<file path="config.mk">
export PLATFORM = sky130hd
export DESIGN_NAME = key_trail_led_fade_map
export DESIGN_NICKNAME = d
export VERILOG_FILES = /design/src/rtl/ktlfm_pkg.sv /design/src/rtl/key_trail_led_fade_map.sv /design/src/rtl/ktlfm_ctrl.sv /design/src/rtl/ktlfm_dp.sv
export SDC_FILE = /design/constraint.sdc
export NUM_CORES = 2
export LEC_CHECK = 0
export ABC_AREA = 1
export CAP_MARGIN = 5
export CORE_MARGIN = 2
export CORE_UTILIZATION = 50
export CTS_CLUSTER_DIAMETER = 120
export DETAILED_ROUTE_END_ITERATION = 8
export DONT_BUFFER_PORTS = 1
export PLACE_DENSITY = 0.73
export SETUP_SLACK_MARGIN = 0.4
export SYNTH_ARGS = -nofsm -noshare
export SYNTH_HDL_FRONTEND = slang
export SYNTH_HIERARCHICAL = 1
export SYNTH_SLANG_ARGS = --single-unit
</file>
<file path="constraint.sdc">
create_clock -name i_clk -period 4.2 [get_ports i_clk]
set_input_delay 0.21 -clock i_clk [delete_from_list [all_inputs] [get_ports i_clk]]
set_output_delay 0.21 -clock i_clk [all_outputs]
set_load 0.03 [all_outputs]
</file>
<file path="src/rtl/ktlfm_pkg.sv">
// package: item types, codes, control and status structs for the key trail fade map
`timescale 1ns / 1ps

package ktlfm_pkg;

    // matrix size defaults
    localparam int DEF_ROW_COUNT = 4;
    localparam int DEF_COL_COUNT = 16;

    // reset value of the step interval
    localparam logic [15:0] DEF_STEP_MS = 16'd50;

    // full brightness level of a pressed key
    localparam logic [7:0] LEVEL_FULL = 8'hff;

    // action codes
    localparam logic [1:0] ACT_KEY   = 2'd0;
    localparam logic [1:0] ACT_FRAME = 2'd1;
    localparam logic [1:0] ACT_CLEAR = 2'd2;

    // configuration register indexes
    localparam logic [2:0] REG_ENABLE = 3'd0;
    localparam logic [2:0] REG_RED    = 3'd1;
    localparam logic [2:0] REG_GREEN  = 3'd2;
    localparam logic [2:0] REG_BLUE   = 3'd3;
    localparam logic [2:0] REG_STEP   = 3'd4;

    // input item
    typedef struct packed {
        logic [1:0]  action;
        logic [2:0]  key_row;
        logic [4:0]  key_col;
        logic        pressed;
        logic [15:0] now_ms;
    } t_in_item;

    // result item
    typedef struct packed {
        logic [1:0] led_row;
        logic [3:0] led_col;
        logic [7:0] red;
        logic [7:0] green;
        logic [7:0] blue;
        logic       last;
    } t_out_item;

    // controller to datapath
    typedef struct packed {
        logic key_event;
        logic clear;
        logic frame_start;
        logic issue;
    } t_cmd;

    // datapath to controller
    typedef struct packed {
        logic enable;
        logic pipe_busy;
        logic advance;
        logic at_last;
    } t_status;

endpackage

</file>
<file path="src/rtl/key_trail_led_fade_map.sv">
// top level: key trail fade map, controller plus datapath
//
//  channel | direction | handshake               | payload
//  --------+-----------+-------------------------+--------------------------
//  in      | input     | i_in_valid / o_in_ready | i_in (t_in_item)
//  out     | output    | o_out_valid/i_out_ready | o_out (t_out_item)
//  cfg     | input     | i_cfg_valid/o_cfg_ready | i_cfg_index, i_cfg_data
//
// key, clear and ignored items need no walk; a frame item walks ROW_COUNT*COL_COUNT
// cells, one per cycle while the output is not stalled, through a read, a
// decay/multiply and a divide/output stage; the next item waits for the last write-back.
// the walk rate is set by the single read and write port of the level memory.
// a stalled output freezes the whole cell pipeline; no item is lost.
// reset (synchronous, active low) clears the level valid bits at once, no clearing pass.
`timescale 1ns / 1ps

module key_trail_led_fade_map
    import ktlfm_pkg::*;
#(
    parameter int ROW_COUNT = DEF_ROW_COUNT,
    parameter int COL_COUNT = DEF_COL_COUNT
) (
    input  logic        i_clk,
    input  logic        i_rst_n,
    input  logic        i_in_valid,
    output logic        o_in_ready,
    input  t_in_item    i_in,
    output logic        o_out_valid,
    input  logic        i_out_ready,
    output t_out_item   o_out,
    input  logic        i_cfg_valid,
    output logic        o_cfg_ready,
    input  logic [2:0]  i_cfg_index,
    input  logic [15:0] i_cfg_data
);

    t_cmd    cmd;
    t_status sts;

    // configuration is always taken
    assign o_cfg_ready = 1'b1;

    // controller
    ktlfm_ctrl u_ctrl (
        .i_clk      (i_clk),
        .i_rst_n    (i_rst_n),
        .i_in_valid (i_in_valid),
        .o_in_ready (o_in_ready),
        .i_action   (i_in.action),
        .i_sts      (sts),
        .o_cmd      (cmd)
    );

    // datapath
    ktlfm_dp #(
        .ROW_COUNT (ROW_COUNT),
        .COL_COUNT (COL_COUNT)
    ) u_dp (
        .i_clk       (i_clk),
        .i_rst_n     (i_rst_n),
        .i_cfg_valid (i_cfg_valid),
        .i_cfg_index (i_cfg_index),
        .i_cfg_data  (i_cfg_data),
        .i_in        (i_in),
        .i_cmd       (cmd),
        .o_sts       (sts),
        .o_out_valid (o_out_valid),
        .i_out_ready (i_out_ready),
        .o_out       (o_out)
    );

endmodule

</file>
<file path="src/rtl/ktlfm_ctrl.sv">
// controller: accepts items and sequences the cell walk of a frame
`timescale 1ns / 1ps

module ktlfm_ctrl
    import ktlfm_pkg::*;
(
    input  logic       i_clk,
    input  logic       i_rst_n,
    input  logic       i_in_valid,
    output logic       o_in_ready,
    input  logic [1:0] i_action,
    input  t_status    i_sts,
    output t_cmd       o_cmd
);

    typedef enum logic [1:0] {
        ST_IDLE = 2'b01,
        ST_WALK = 2'b10
    } t_state;

    t_state r_state;
    t_state n_state;
    logic   accept;

    // take an item only when the previous walk has finished its write-back
    assign o_in_ready = (r_state == ST_IDLE) && !i_sts.pipe_busy;
    assign accept     = i_in_valid && o_in_ready;

    // commands
    always_comb begin
        o_cmd.key_event   = accept && (i_action == ACT_KEY);
        o_cmd.clear       = accept && (i_action == ACT_CLEAR);
        o_cmd.frame_start = accept && (i_action == ACT_FRAME) && i_sts.enable;
        o_cmd.issue       = (r_state == ST_WALK) && i_sts.advance;
    end

    // next state
    always_comb begin
        n_state = r_state;
        case (r_state)
            ST_IDLE: begin
                if (o_cmd.frame_start) begin
                    n_state = ST_WALK;
                end
            end
            ST_WALK: begin
                if (o_cmd.issue && i_sts.at_last) begin
                    n_state = ST_IDLE;
                end
            end
            default: n_state = ST_IDLE;
        endcase
    end

    // state register
    always_ff @(posedge i_clk) begin
        if (!i_rst_n) begin
            r_state <= ST_IDLE;
        end else begin
            r_state <= n_state;
        end
    end

endmodule

</file>
<file path="src/rtl/ktlfm_dp.sv">
// datapath: configuration, level memory, decay and colour scaling pipeline
`timescale 1ns / 1ps

module ktlfm_dp
    import ktlfm_pkg::*;
#(
    parameter int ROW_COUNT = DEF_ROW_COUNT,
    parameter int COL_COUNT = DEF_COL_COUNT
) (
    input  logic        i_clk,
    input  logic        i_rst_n,
    input  logic        i_cfg_valid,
    input  logic [2:0]  i_cfg_index,
    input  logic [15:0] i_cfg_data,
    input  t_in_item    i_in,
    input  t_cmd        i_cmd,
    output t_status     o_sts,
    output logic        o_out_valid,
    input  logic        i_out_ready,
    output t_out_item   o_out
);

    localparam int MAP_DEPTH = ROW_COUNT * COL_COUNT;
    localparam int AW        = (MAP_DEPTH > 1) ? $clog2(MAP_DEPTH) : 1;

    // one decay step of a level
    function automatic logic [7:0] decay(input logic [7:0] v);
        logic [7:0] res;
        if (v >= 8'hf0) begin
            res = v - 8'd1;
        end else if (v >= 8'h40) begin
            res = v - 8'd16;
        end else if (v >= 8'd32) begin
            res = v - 8'd32;
        end else begin
            res = 8'd0;
        end
        return res;
    endfunction

    // floor of x / 255, exact for x up to 255*255 (any 8x8-bit product)
    function automatic logic [7:0] div255(input logic [15:0] x);
        logic [16:0] t;
        t = 17'(x) + 17'd1 + 17'(x[15:8]);
        return t[15:8];
    endfunction

    // configuration registers
    logic        r_enable;
    logic [7:0]  r_hl_red;
    logic [7:0]  r_hl_green;
    logic [7:0]  r_hl_blue;
    logic [15:0] r_step_ms;
    logic [15:0] r_last_step;
    logic        r_do_step;

    // walk counters
    logic [1:0]    r_row;
    logic [3:0]    r_col;
    logic [AW-1:0] r_addr;

    // level memory and valid bits
    logic [7:0]           r_mem [MAP_DEPTH];
    logic [MAP_DEPTH-1:0] r_vld;

    // stage 1: read data
    logic          r_s1_valid;
    logic          r_s1_hit;
    logic [7:0]    r_rd_data;
    logic [AW-1:0] r_s1_addr;
    logic [1:0]    r_s1_row;
    logic [3:0]    r_s1_col;
    logic          r_s1_last;

    // stage 2: products
    logic        r_s2_valid;
    logic        r_s2_black;
    logic [15:0] r_prod_red;
    logic [15:0] r_prod_green;
    logic [15:0] r_prod_blue;
    logic [1:0]  r_s2_row;
    logic [3:0]  r_s2_col;
    logic        r_s2_last;

    // output register
    logic      r_out_valid;
    t_out_item r_out;

    logic          advance;
    logic          at_last;
    logic [15:0]   elapsed;
    logic [7:0]    key_idx;
    logic          key_hit;
    logic [7:0]    s1_level;
    logic [7:0]    s1_after;
    logic          s1_wr;
    logic          wr_en;
    logic [AW-1:0] wr_addr;
    logic [7:0]    wr_data;

    // pipeline moves whenever the output register is free or being taken
    assign advance = !r_out_valid || i_out_ready;
    assign at_last = (r_row == 2'(ROW_COUNT - 1)) && (r_col == 4'(COL_COUNT - 1));
    assign elapsed = i_in.now_ms - r_last_step;

    always_comb begin
        o_sts.enable    = r_enable;
        o_sts.pipe_busy = r_s1_valid;
        o_sts.advance   = advance;
        o_sts.at_last   = at_last;
    end

    // configuration writes
    always_ff @(posedge i_clk) begin
        if (!i_rst_n) begin
            r_enable   <= 1'b0;
            r_hl_red   <= 8'd0;
            r_hl_green <= 8'd0;
            r_hl_blue  <= 8'd0;
            r_step_ms  <= DEF_STEP_MS;
        end else if (i_cfg_valid) begin
            case (i_cfg_index)
                REG_ENABLE: r_enable   <= i_cfg_data[0];
                REG_RED:    r_hl_red   <= i_cfg_data[7:0];
                REG_GREEN:  r_hl_green <= i_cfg_data[7:0];
                REG_BLUE:   r_hl_blue  <= i_cfg_data[7:0];
                REG_STEP:   r_step_ms  <= i_cfg_data;
                default: ;
            endcase
        end
    end

    // step decision and step time at frame start
    always_ff @(posedge i_clk) begin
        if (!i_rst_n) begin
            r_last_step <= 16'd0;
            r_do_step   <= 1'b0;
        end else if (i_cmd.frame_start) begin
            r_do_step <= elapsed > r_step_ms;
            if (elapsed > r_step_ms) begin
                r_last_step <= i_in.now_ms;
            end
        end
    end

    // cell walk counters
    always_ff @(posedge i_clk) begin
        if (!i_rst_n) begin
            r_row  <= 2'd0;
            r_col  <= 4'd0;
            r_addr <= '0;
        end else if (i_cmd.frame_start) begin
            r_row  <= 2'd0;
            r_col  <= 4'd0;
            r_addr <= '0;
        end else if (i_cmd.issue) begin
            r_addr <= r_addr + AW'(1);
            if (r_col == 4'(COL_COUNT - 1)) begin
                r_col <= 4'd0;
                r_row <= r_row + 2'd1;
            end else begin
                r_col <= r_col + 4'd1;
            end
        end
    end

    // key press address and range check
    assign key_idx = 8'(i_in.key_row) * 8'(COL_COUNT) + 8'(i_in.key_col);
    assign key_hit = i_cmd.key_event && i_in.pressed
                     && (4'(i_in.key_row) < 4'(ROW_COUNT))
                     && (6'(i_in.key_col) < 6'(COL_COUNT));

    // decay of the cell in stage 1
    assign s1_level = r_s1_hit ? r_rd_data : 8'd0;
    assign s1_after = r_do_step ? decay(s1_level) : s1_level;
    assign s1_wr    = r_s1_valid && advance;

    // single write port: walk write-back or key press
    assign wr_en   = s1_wr || key_hit;
    assign wr_addr = s1_wr ? r_s1_addr : key_idx[AW-1:0];
    assign wr_data = s1_wr ? s1_after : LEVEL_FULL;

    // level memory
    always_ff @(posedge i_clk) begin
        if (wr_en) begin
            r_mem[wr_addr] <= wr_data;
        end
        if (i_cmd.issue) begin
            r_rd_data <= r_mem[r_addr];
        end
    end

    // valid bits, cleared at once by reset or a clear action
    always_ff @(posedge i_clk) begin
        if (!i_rst_n) begin
            r_vld <= '0;
        end else if (i_cmd.clear) begin
            r_vld <= '0;
        end else if (wr_en) begin
            r_vld[wr_addr] <= 1'b1;
        end
    end

    // stage 1 control
    always_ff @(posedge i_clk) begin
        if (!i_rst_n) begin
            r_s1_valid <= 1'b0;
        end else if (i_cmd.issue) begin
            r_s1_valid <= 1'b1;
        end else if (advance) begin
            r_s1_valid <= 1'b0;
        end
    end

    // stage 1 payload
    always_ff @(posedge i_clk) begin
        if (i_cmd.issue) begin
            r_s1_hit  <= r_vld[r_addr];
            r_s1_addr <= r_addr;
            r_s1_row  <= r_row;
            r_s1_col  <= r_col;
            r_s1_last <= at_last;
        end
    end

    // stage 2: scale products
    always_ff @(posedge i_clk) begin
        if (!i_rst_n) begin
            r_s2_valid <= 1'b0;
        end else if (advance) begin
            r_s2_valid <= r_s1_valid;
        end
    end

    always_ff @(posedge i_clk) begin
        if (advance) begin
            r_prod_red   <= 16'(s1_level) * 16'(r_hl_red);
            r_prod_green <= 16'(s1_level) * 16'(r_hl_green);
            r_prod_blue  <= 16'(s1_level) * 16'(r_hl_blue);
            r_s2_black   <= (s1_level == 8'd0) || (s1_after == 8'd0);
            r_s2_row     <= r_s1_row;
            r_s2_col     <= r_s1_col;
            r_s2_last    <= r_s1_last;
        end
    end

    // output register
    always_ff @(posedge i_clk) begin
        if (!i_rst_n) begin
            r_out_valid <= 1'b0;
        end else if (advance) begin
            r_out_valid <= r_s2_valid;
        end
    end

    always_ff @(posedge i_clk) begin
        if (advance) begin
            r_out.led_row <= r_s2_row;
            r_out.led_col <= r_s2_col;
            r_out.red     <= r_s2_black ? 8'd0 : div255(r_prod_red);
            r_out.green   <= r_s2_black ? 8'd0 : div255(r_prod_green);
            r_out.blue    <= r_s2_black ? 8'd0 : div255(r_prod_blue);
            r_out.last    <= r_s2_last;
        end
    end

    assign o_out_valid = r_out_valid;
    assign o_out       = r_out;

endmodule

</file>
# --- After elaboration in Yosys (flattened, before gate mapping) ---
# Memory sizes are Yosys's and may differ from the RTL's. A register that Yosys moved wholly into a read port is not among the register bits.
# Index checks and enable logic that the tools add are counted.
word_totals:
  n_memories: 1
  out_inout_bits: 34
  mem_bits_rw: 512
  ff_bits: 240
  wordCells: 127
classes:
  n_mul: 3
  addsub: 14
  n_reduce_logical: 34
  muxes: 19
  n_bitwise: 2
  n_lt_le_gt_ge: 9
  eq_ne: 12
mem_list:
  columns: ["memory", "depth", "width", "read_ports", "rd_clocked_by_memory_dff", "wr", "line_no", "source"]
  rows:
  - ["u_dp.r_mem", 64, 8, 1, 1, 1, "ktlfm_dp.sv:63", "logic [7:0] r_mem [MAP_DEPTH];"]
op_table:
  columns: ["op", "count"]
  rows:
  - ["OR 64 bit", 1]
  - ["adder 16 x 1 -> 16 bit (second input constant)", 3]
  - ["adder 16 x 8 -> 16 bit", 3]
  - ["multiplier 8 x 8 -> 16 bit", 3]
  - ["2-to-1 mux 8 bit", 6]
  - ["greater-than comparator 16 bit", 1]
  - ["zero test 8 bit", 2]
  - ["AND reduction 2 bit", 8]
  - ["subtractor 16 bit", 1]
  - ["logical AND 1 bit", 14]
  - ["< comparator 6 x 7 -> 1 bit (second input constant)", 2]
  - ["greater-or-equal comparator 8 x 6 -> 1 bit (second input constant)", 1]
  - ["greater-or-equal comparator 8 x 7 -> 1 bit (second input constant)", 1]
  - ["greater-or-equal comparator 8 bit (second input constant)", 1]
  - ["subtractor 8 x 1 -> 8 bit (second input constant)", 1]
  - ["subtractor 8 x 5 -> 8 bit (second input constant)", 1]
  - ["subtractor 8 x 6 -> 8 bit (second input constant)", 1]
  - ["adder 6 x 1 -> 6 bit (second input constant)", 1]
  - ["adder 6 x 5 -> 6 bit", 1]
  - ["binary-select mux 1 bit (select 6 bit)", 1]
  - ["demux 1 bit (select 6 bit)", 1]
  - ["equality test 2 bit (second input constant)", 3]
  - ["equality test 3 x 2 -> 1 bit (second input constant)", 2]
  - ["greater-or-equal comparator 6 x 1 -> 1 bit (second input constant)", 1]
  - ["21 further kinds", 33]

# --- Logic depth before layout (Yosys ltp) ---
depth:
  ltp_word: 10
  ltp_mapped: 25
  mapped_depth_nobuf: 24

# --- Modules after synthesis ---
# Netlist, hierarchy kept.
modules_own_cells:
  columns: ["module", "cells_each", "seq_area_each_um2", "instances", "area_each_um2"]
  rows:
  - ["ktlfm_dp", 3724, 21390.5, 1, 37887.6]
  - ["ktlfm_ctrl", 25, 40.0, 1, 153.9]
  - ["key_trail_led_fade_map", 2, 0.0, 1, 11.3]

# --- Worst setup path before layout ---
# Ideal clock, no wire load.
synth_timing:
  kind: "flip-flop to flip-flop"
  startpoint: "reg u_dp.r_s1_hit"
  endpoint: "reg u_dp.r_prod_blue[13] (data pin)"
  n_path_buf: 3
  period_less_slack_ps: 4582
  required_ps: 3938
  path_slack_ps: -382
  stages_incl_launch_ff: 18
  arrival_time_ps: 4319
  path_cell_list: "edfxtp_1 buf_2 nand2_1 clkbuf_1 clkbuf_1 nor2_1 fa_1 fa_1 fa_1 inv_1 fa_1 inv_1 ha_1 a21o_1 a21oi_1 o21ai_0 a21oi_1 xor2_1"
synth_between:
  elab_chain_len: 2
synth_lines:
  columns: ["item", "line_no", "source"]
  rows:
  - ["start, declared", "ktlfm_dp.sv:68", "logic r_s1_hit;"]
  - ["start signal, assigned", "ktlfm_dp.sv:218", "r_s1_hit <= r_vld[r_addr];"]
  - ["2-to-1 mux 8 bit", "ktlfm_dp.sv:174", "assign s1_level = r_s1_hit ? r_rd_data : 8'd0;"]
  - ["multiplier 8 x 8 -> 16 bit", "ktlfm_dp.sv:239", "r_prod_blue <= 16'(s1_level) * 16'(r_hl_blue);"]
  - ["end signal, assigned", "ktlfm_dp.sv:239", null]
  - ["end, declared", "ktlfm_dp.sv:80", "logic [15:0] r_prod_blue;"]
# No other way between the ends.
# A chain may end at the register's enable or synchronous reset.

# --- Final worst setup path ---
layout_timing:
  startpoint: "reg u_dp.r_s1_hit"
  endpoint: "reg u_dp.r_prod_red[14] (data pin)"
layout_between:
  elab_chain_len: 2
layout_lines:
  columns: ["item", "line_no", "source"]
  rows:
  - ["2-to-1 mux 8 bit", "ktlfm_dp.sv:174", null]
  - ["multiplier 8 x 8 -> 16 bit", "ktlfm_dp.sv:237", "r_prod_red <= 16'(s1_level) * 16'(r_hl_red);"]
  - ["end signal, assigned", "ktlfm_dp.sv:237", null]
  - ["end, declared", "ktlfm_dp.sv:78", "logic [15:0] r_prod_red;"]
# No other way between the ends.

==> reports/summary.txt <==
Outcome: complete, but fails checks
Failing checks: negative setup slack
Total of max-cap violations: 0
Comb power frac: 3.2%
CP bufs+invs: 5
Core footprint: 75,700 um^2
Worst-path fanout max: 10
Count of different cell masters after synthesis: 54
Power, Total: 0.0156 W
Critical path arrival: 4640 ps
Number of synthesized flops with an enable pin: 621
Power Dens Cells: 357 nW/um^2
Critical-path cell list: buf_6, buf_6, nand2_8, buf_12, nor2_1, fa_1, fa_1, fa_1, inv_1, fa_1, inv_2, ha_4, nand2_2, nor2_2, a21oi_2, o31ai_2, xor2_1
Post-synthesis register bit count: 760
Post-detailed-route wirelength per cell: 20.1 um
Routed wire length: 98,300 um
Crit path time final: 4270 ps
Mapped cell area: 38,100 um^2
Clk pwr share: 44.9%
Worst r2r path cells: 17
Clock transition at path regs: 60 ps
Hold Crit Depth: 3
Cts bufs inserted: 80
Setup ws final: -70.3 ps
Crit. End Element: flop
Hold WC Path Type: in -> reg
Warnings, synthesis: 6
Switching Fraction: 21.4%
Nets: 4,184
Num Clock Sinks: 760
Worst Tran Pin Value: 972 ps
First-pass GRT wire length: 151,000 um
Post-route ant nets: 0
Synth Net Count: 4,081
Worst Setup Slack post-DPL: -122 ps
Kind of critical path: reg -> reg
Row count: 101
Final period util: 102%
CP dominant cell by count: fa_1
Routed vias: 28.0k
Tot GR Track Use: 24.8%
# DRC: 0
Met3 usage: 4.05%
Setup Viol. Count Final: 4
Clk_lat worst skew: 640 ps
I/O pins: 85
Max Slew Vio Count: 0
Cell family with most CP delay: adder cells
Sequential fraction of design power: 51.9%
Mux contribution to synthesized area: 0%
Die area: 78,300 um^2
Crit path depth: 17
Top FF cell, synth: edfxtp_1
Met2 GRT Util: 41.1%
DP HPWL: 63,800 um
Final hold violations: 0
Layout fillers: 6,004
Initial Util: 50.3%
IO buf count: 0
Mapped Cells: 3,751
LEAKAGE: 18.4 nW
RSZ-0062 raised after global routing: true
GRT overflow: 0
Initial antenna violation count: 4
Die height: 280 um
Syn avg cell area: 10.1 um^2
Adder-cell share of the synthesized area: 11.3%
Hold_ws: 48.3 ps
Largest family of logic cells by synthesized area: simple AND/OR/NAND/NOR gates
Slowest CP cell: fa_1
Root Driver: clkbuf_16
Max stage delay on crit path: 570 ps
Setup Skew: 39.4 ps
Met1 Resource Use GR: 32.4%
Fmax: 0.234 GHz
Async set-reset flop share out of synthesis: 0%
Max VDD drop: 0.424 mV
Share of cells above drive strength 1: 12.1%
Area growth from synthesis to layout: 15.1%
Largest net degree at the start of global routing: 105
P_sw: 0.00335 W
Synth Area in Simple Gates: 14.1%
Max Root-Sink Buffers: 3
RePlAce Congestion: 0.943
Die width: 280 um
Most common cell after layout, fill and taps aside: edfxtp_1
Final cell count without fillers: 4,902
Relative slew slack: 35.1%
DRT iter0 DRCs: 3,060
Vias per cell: 5.72
Internal Pwr Total: 0.0123 W
Most frequent cells in the layout: edfxtp_1, nor2_1, nand2_1, inv_1, o21ai_0
XOR/XNOR Fraction of Synth Area: 1.20%
CP Data Required Time: 4570 ps
CTS H-tree depth: 3
Synth Area in Compound Gates: 11.1%
Core utilization of the finished layout: 57.9%
DRT Pass-1 Iters: 6
Cells after DPL: 4,690
CP Launch Type: flop
Vias in the first global route: 27.3k
CTS tree: done
Gr busiest metal: met2
Sequential fraction of the synthesis area: 56.3%
-- through the flow --
step	setup TNS (ps)	cell area (um^2)
after global routing	-2070	43800
after global placement	-138	40000
after detailed placement	-897	40000
final	-117	43800
after CTS	0	43400
after floorplan	0	38400
-- worst reg2reg max path: cells and delay by family (launching register included) --
kind	cells	cell delay, ps
adders and majority gates	5	2280
buffers and inverters	5	510
DFF	1	440
and+or+nand+nor	4	350
AOI/OAI and AO/OA	2	340
xor gates and xnor gates	1	100
-- registers in the layout, indices dropped and copies added, names as in the netlist, 6 cells and up --
name,count
u_dp/r_prod_blue,16
u_dp/r_s1_addr,6
u_dp/o_out,31
u_dp/r_hl_green,8
u_dp/r_hl_blue,8
u_dp/r_vld,64
u_dp/r_prod_red,16
u_dp/r_hl_red,8
u_dp/r_addr,6
u_dp/r_last_step,16
u_dp/r_rd_data,8
u_dp/r_step_ms,16
u_dp/r_prod_green,16
u_dp/r_mem,512
-- synthesized netlist by cell type, types with 6 or more instances --
master | count | area [um^2]
nor3b_1 | 6 | 45.0
buf_2 | 14 | 70.1
nand4_1 | 30 | 188
o221ai_1 | 6 | 52.6
clkbuf_1 | 130 | 488
nor2_1 | 637 | 2390
buf_1 | 15 | 56.3
clkinv_1 | 8 | 30.0
inv_2 | 27 | 101
edfxtp_1 | 621 | 18600
nand3_1 | 135 | 676
nand2_1 | 433 | 1630
o22ai_1 | 74 | 463
o21ai_0 | 369 | 1850
ha_1 | 170 | 2130
inv_1 | 394 | 1480
or2_2 | 6 | 37.5
nor3_1 | 19 | 95.1
a21oi_1 | 216 | 1080
nor2_4 | 10 | 113
xor2_1 | 35 | 307
dfxtp_1 | 139 | 2780
a21o_1 | 8 | 60.1
fa_1 | 109 | 2180
xnor2_1 | 17 | 149
o211ai_1 | 64 | 480
-- routing by layer --
| metal | share of wire, % | vias to the layer above |
|---|---|---|
| met5 | 0.0081 | - |
| li1 | - | 13000 |
| met3 | 7.9 | 240 |
| met2 | 48 | 1211 |
| met4 | 4.3 | 2 |
| met1 | 40 | 13600 |
-- power groups by stage --
stage	Sequential (W)	Combinational (W)	Clock, W
after global routing	0.00812	0.000551	0.00740
final	0.00812	0.000498	0.00702
after floorplan	0.00827	0.000310	0
after CTS	0.00812	0.000478	0.00710
after global placement	0.00828	0.000406	0
after detailed placement	0.00828	0.000415	0
-- worst paths after layout --
| kind | from | end | slack (ps) |
|---|---|---|---|
| min reg2reg | u_dp/r_s2_row[1]$_DFFE_PN_ | u_dp/o_out[30]$_DFFE_PN_ | 410 |
| max | u_dp/r_s1_hit$_DFFE_PP_ | u_dp/r_prod_red[14]$_DFFE_PN_ | -70 |
| max reg2reg | u_dp/r_s1_hit$_DFFE_PP_ | u_dp/r_prod_red[14]$_DFFE_PN_ | -70 |
| min | i_cfg_index[1] | u_dp/r_hl_red[6]$_SDFFE_PN0P_ | 50 |
-- logic make-up after synthesis --
logic type                 Yosys count
DFF                                760
xor gates and xnor gates            52
adders and majority gates          279
and+or+nand+nor                   1297
AOI/OAI and AO/OA                  767
other                                1
buffers and inverters              595
-- layout make-up --
class	count	area [um^2]	area share [%]
Timing Repair Buffer	186	1800	4.12
Clock inverter	38	370	0.845
Tap cell	978	1220	2.79
Clock buffer	111	2270	5.19
Inverter	430	1640	3.74
Sequential cell	760	21400	48.9
Antenna cell	3	7.51	0.0171
Multi-Input combinational cell	2396	15100	34.4
-- timing repair --
action / CTS / global route
endpoints found under the setup margin: 30 / 47
endpoints found under the hold margin: 60 / 0
gates resized for setup: 85 / 68
buffers inserted: 9 / 7
cloned: 0 / 2
hold buffers: 42 / 0
pin swaps: 23 / 35
Power figures use the tool's default switching activity.
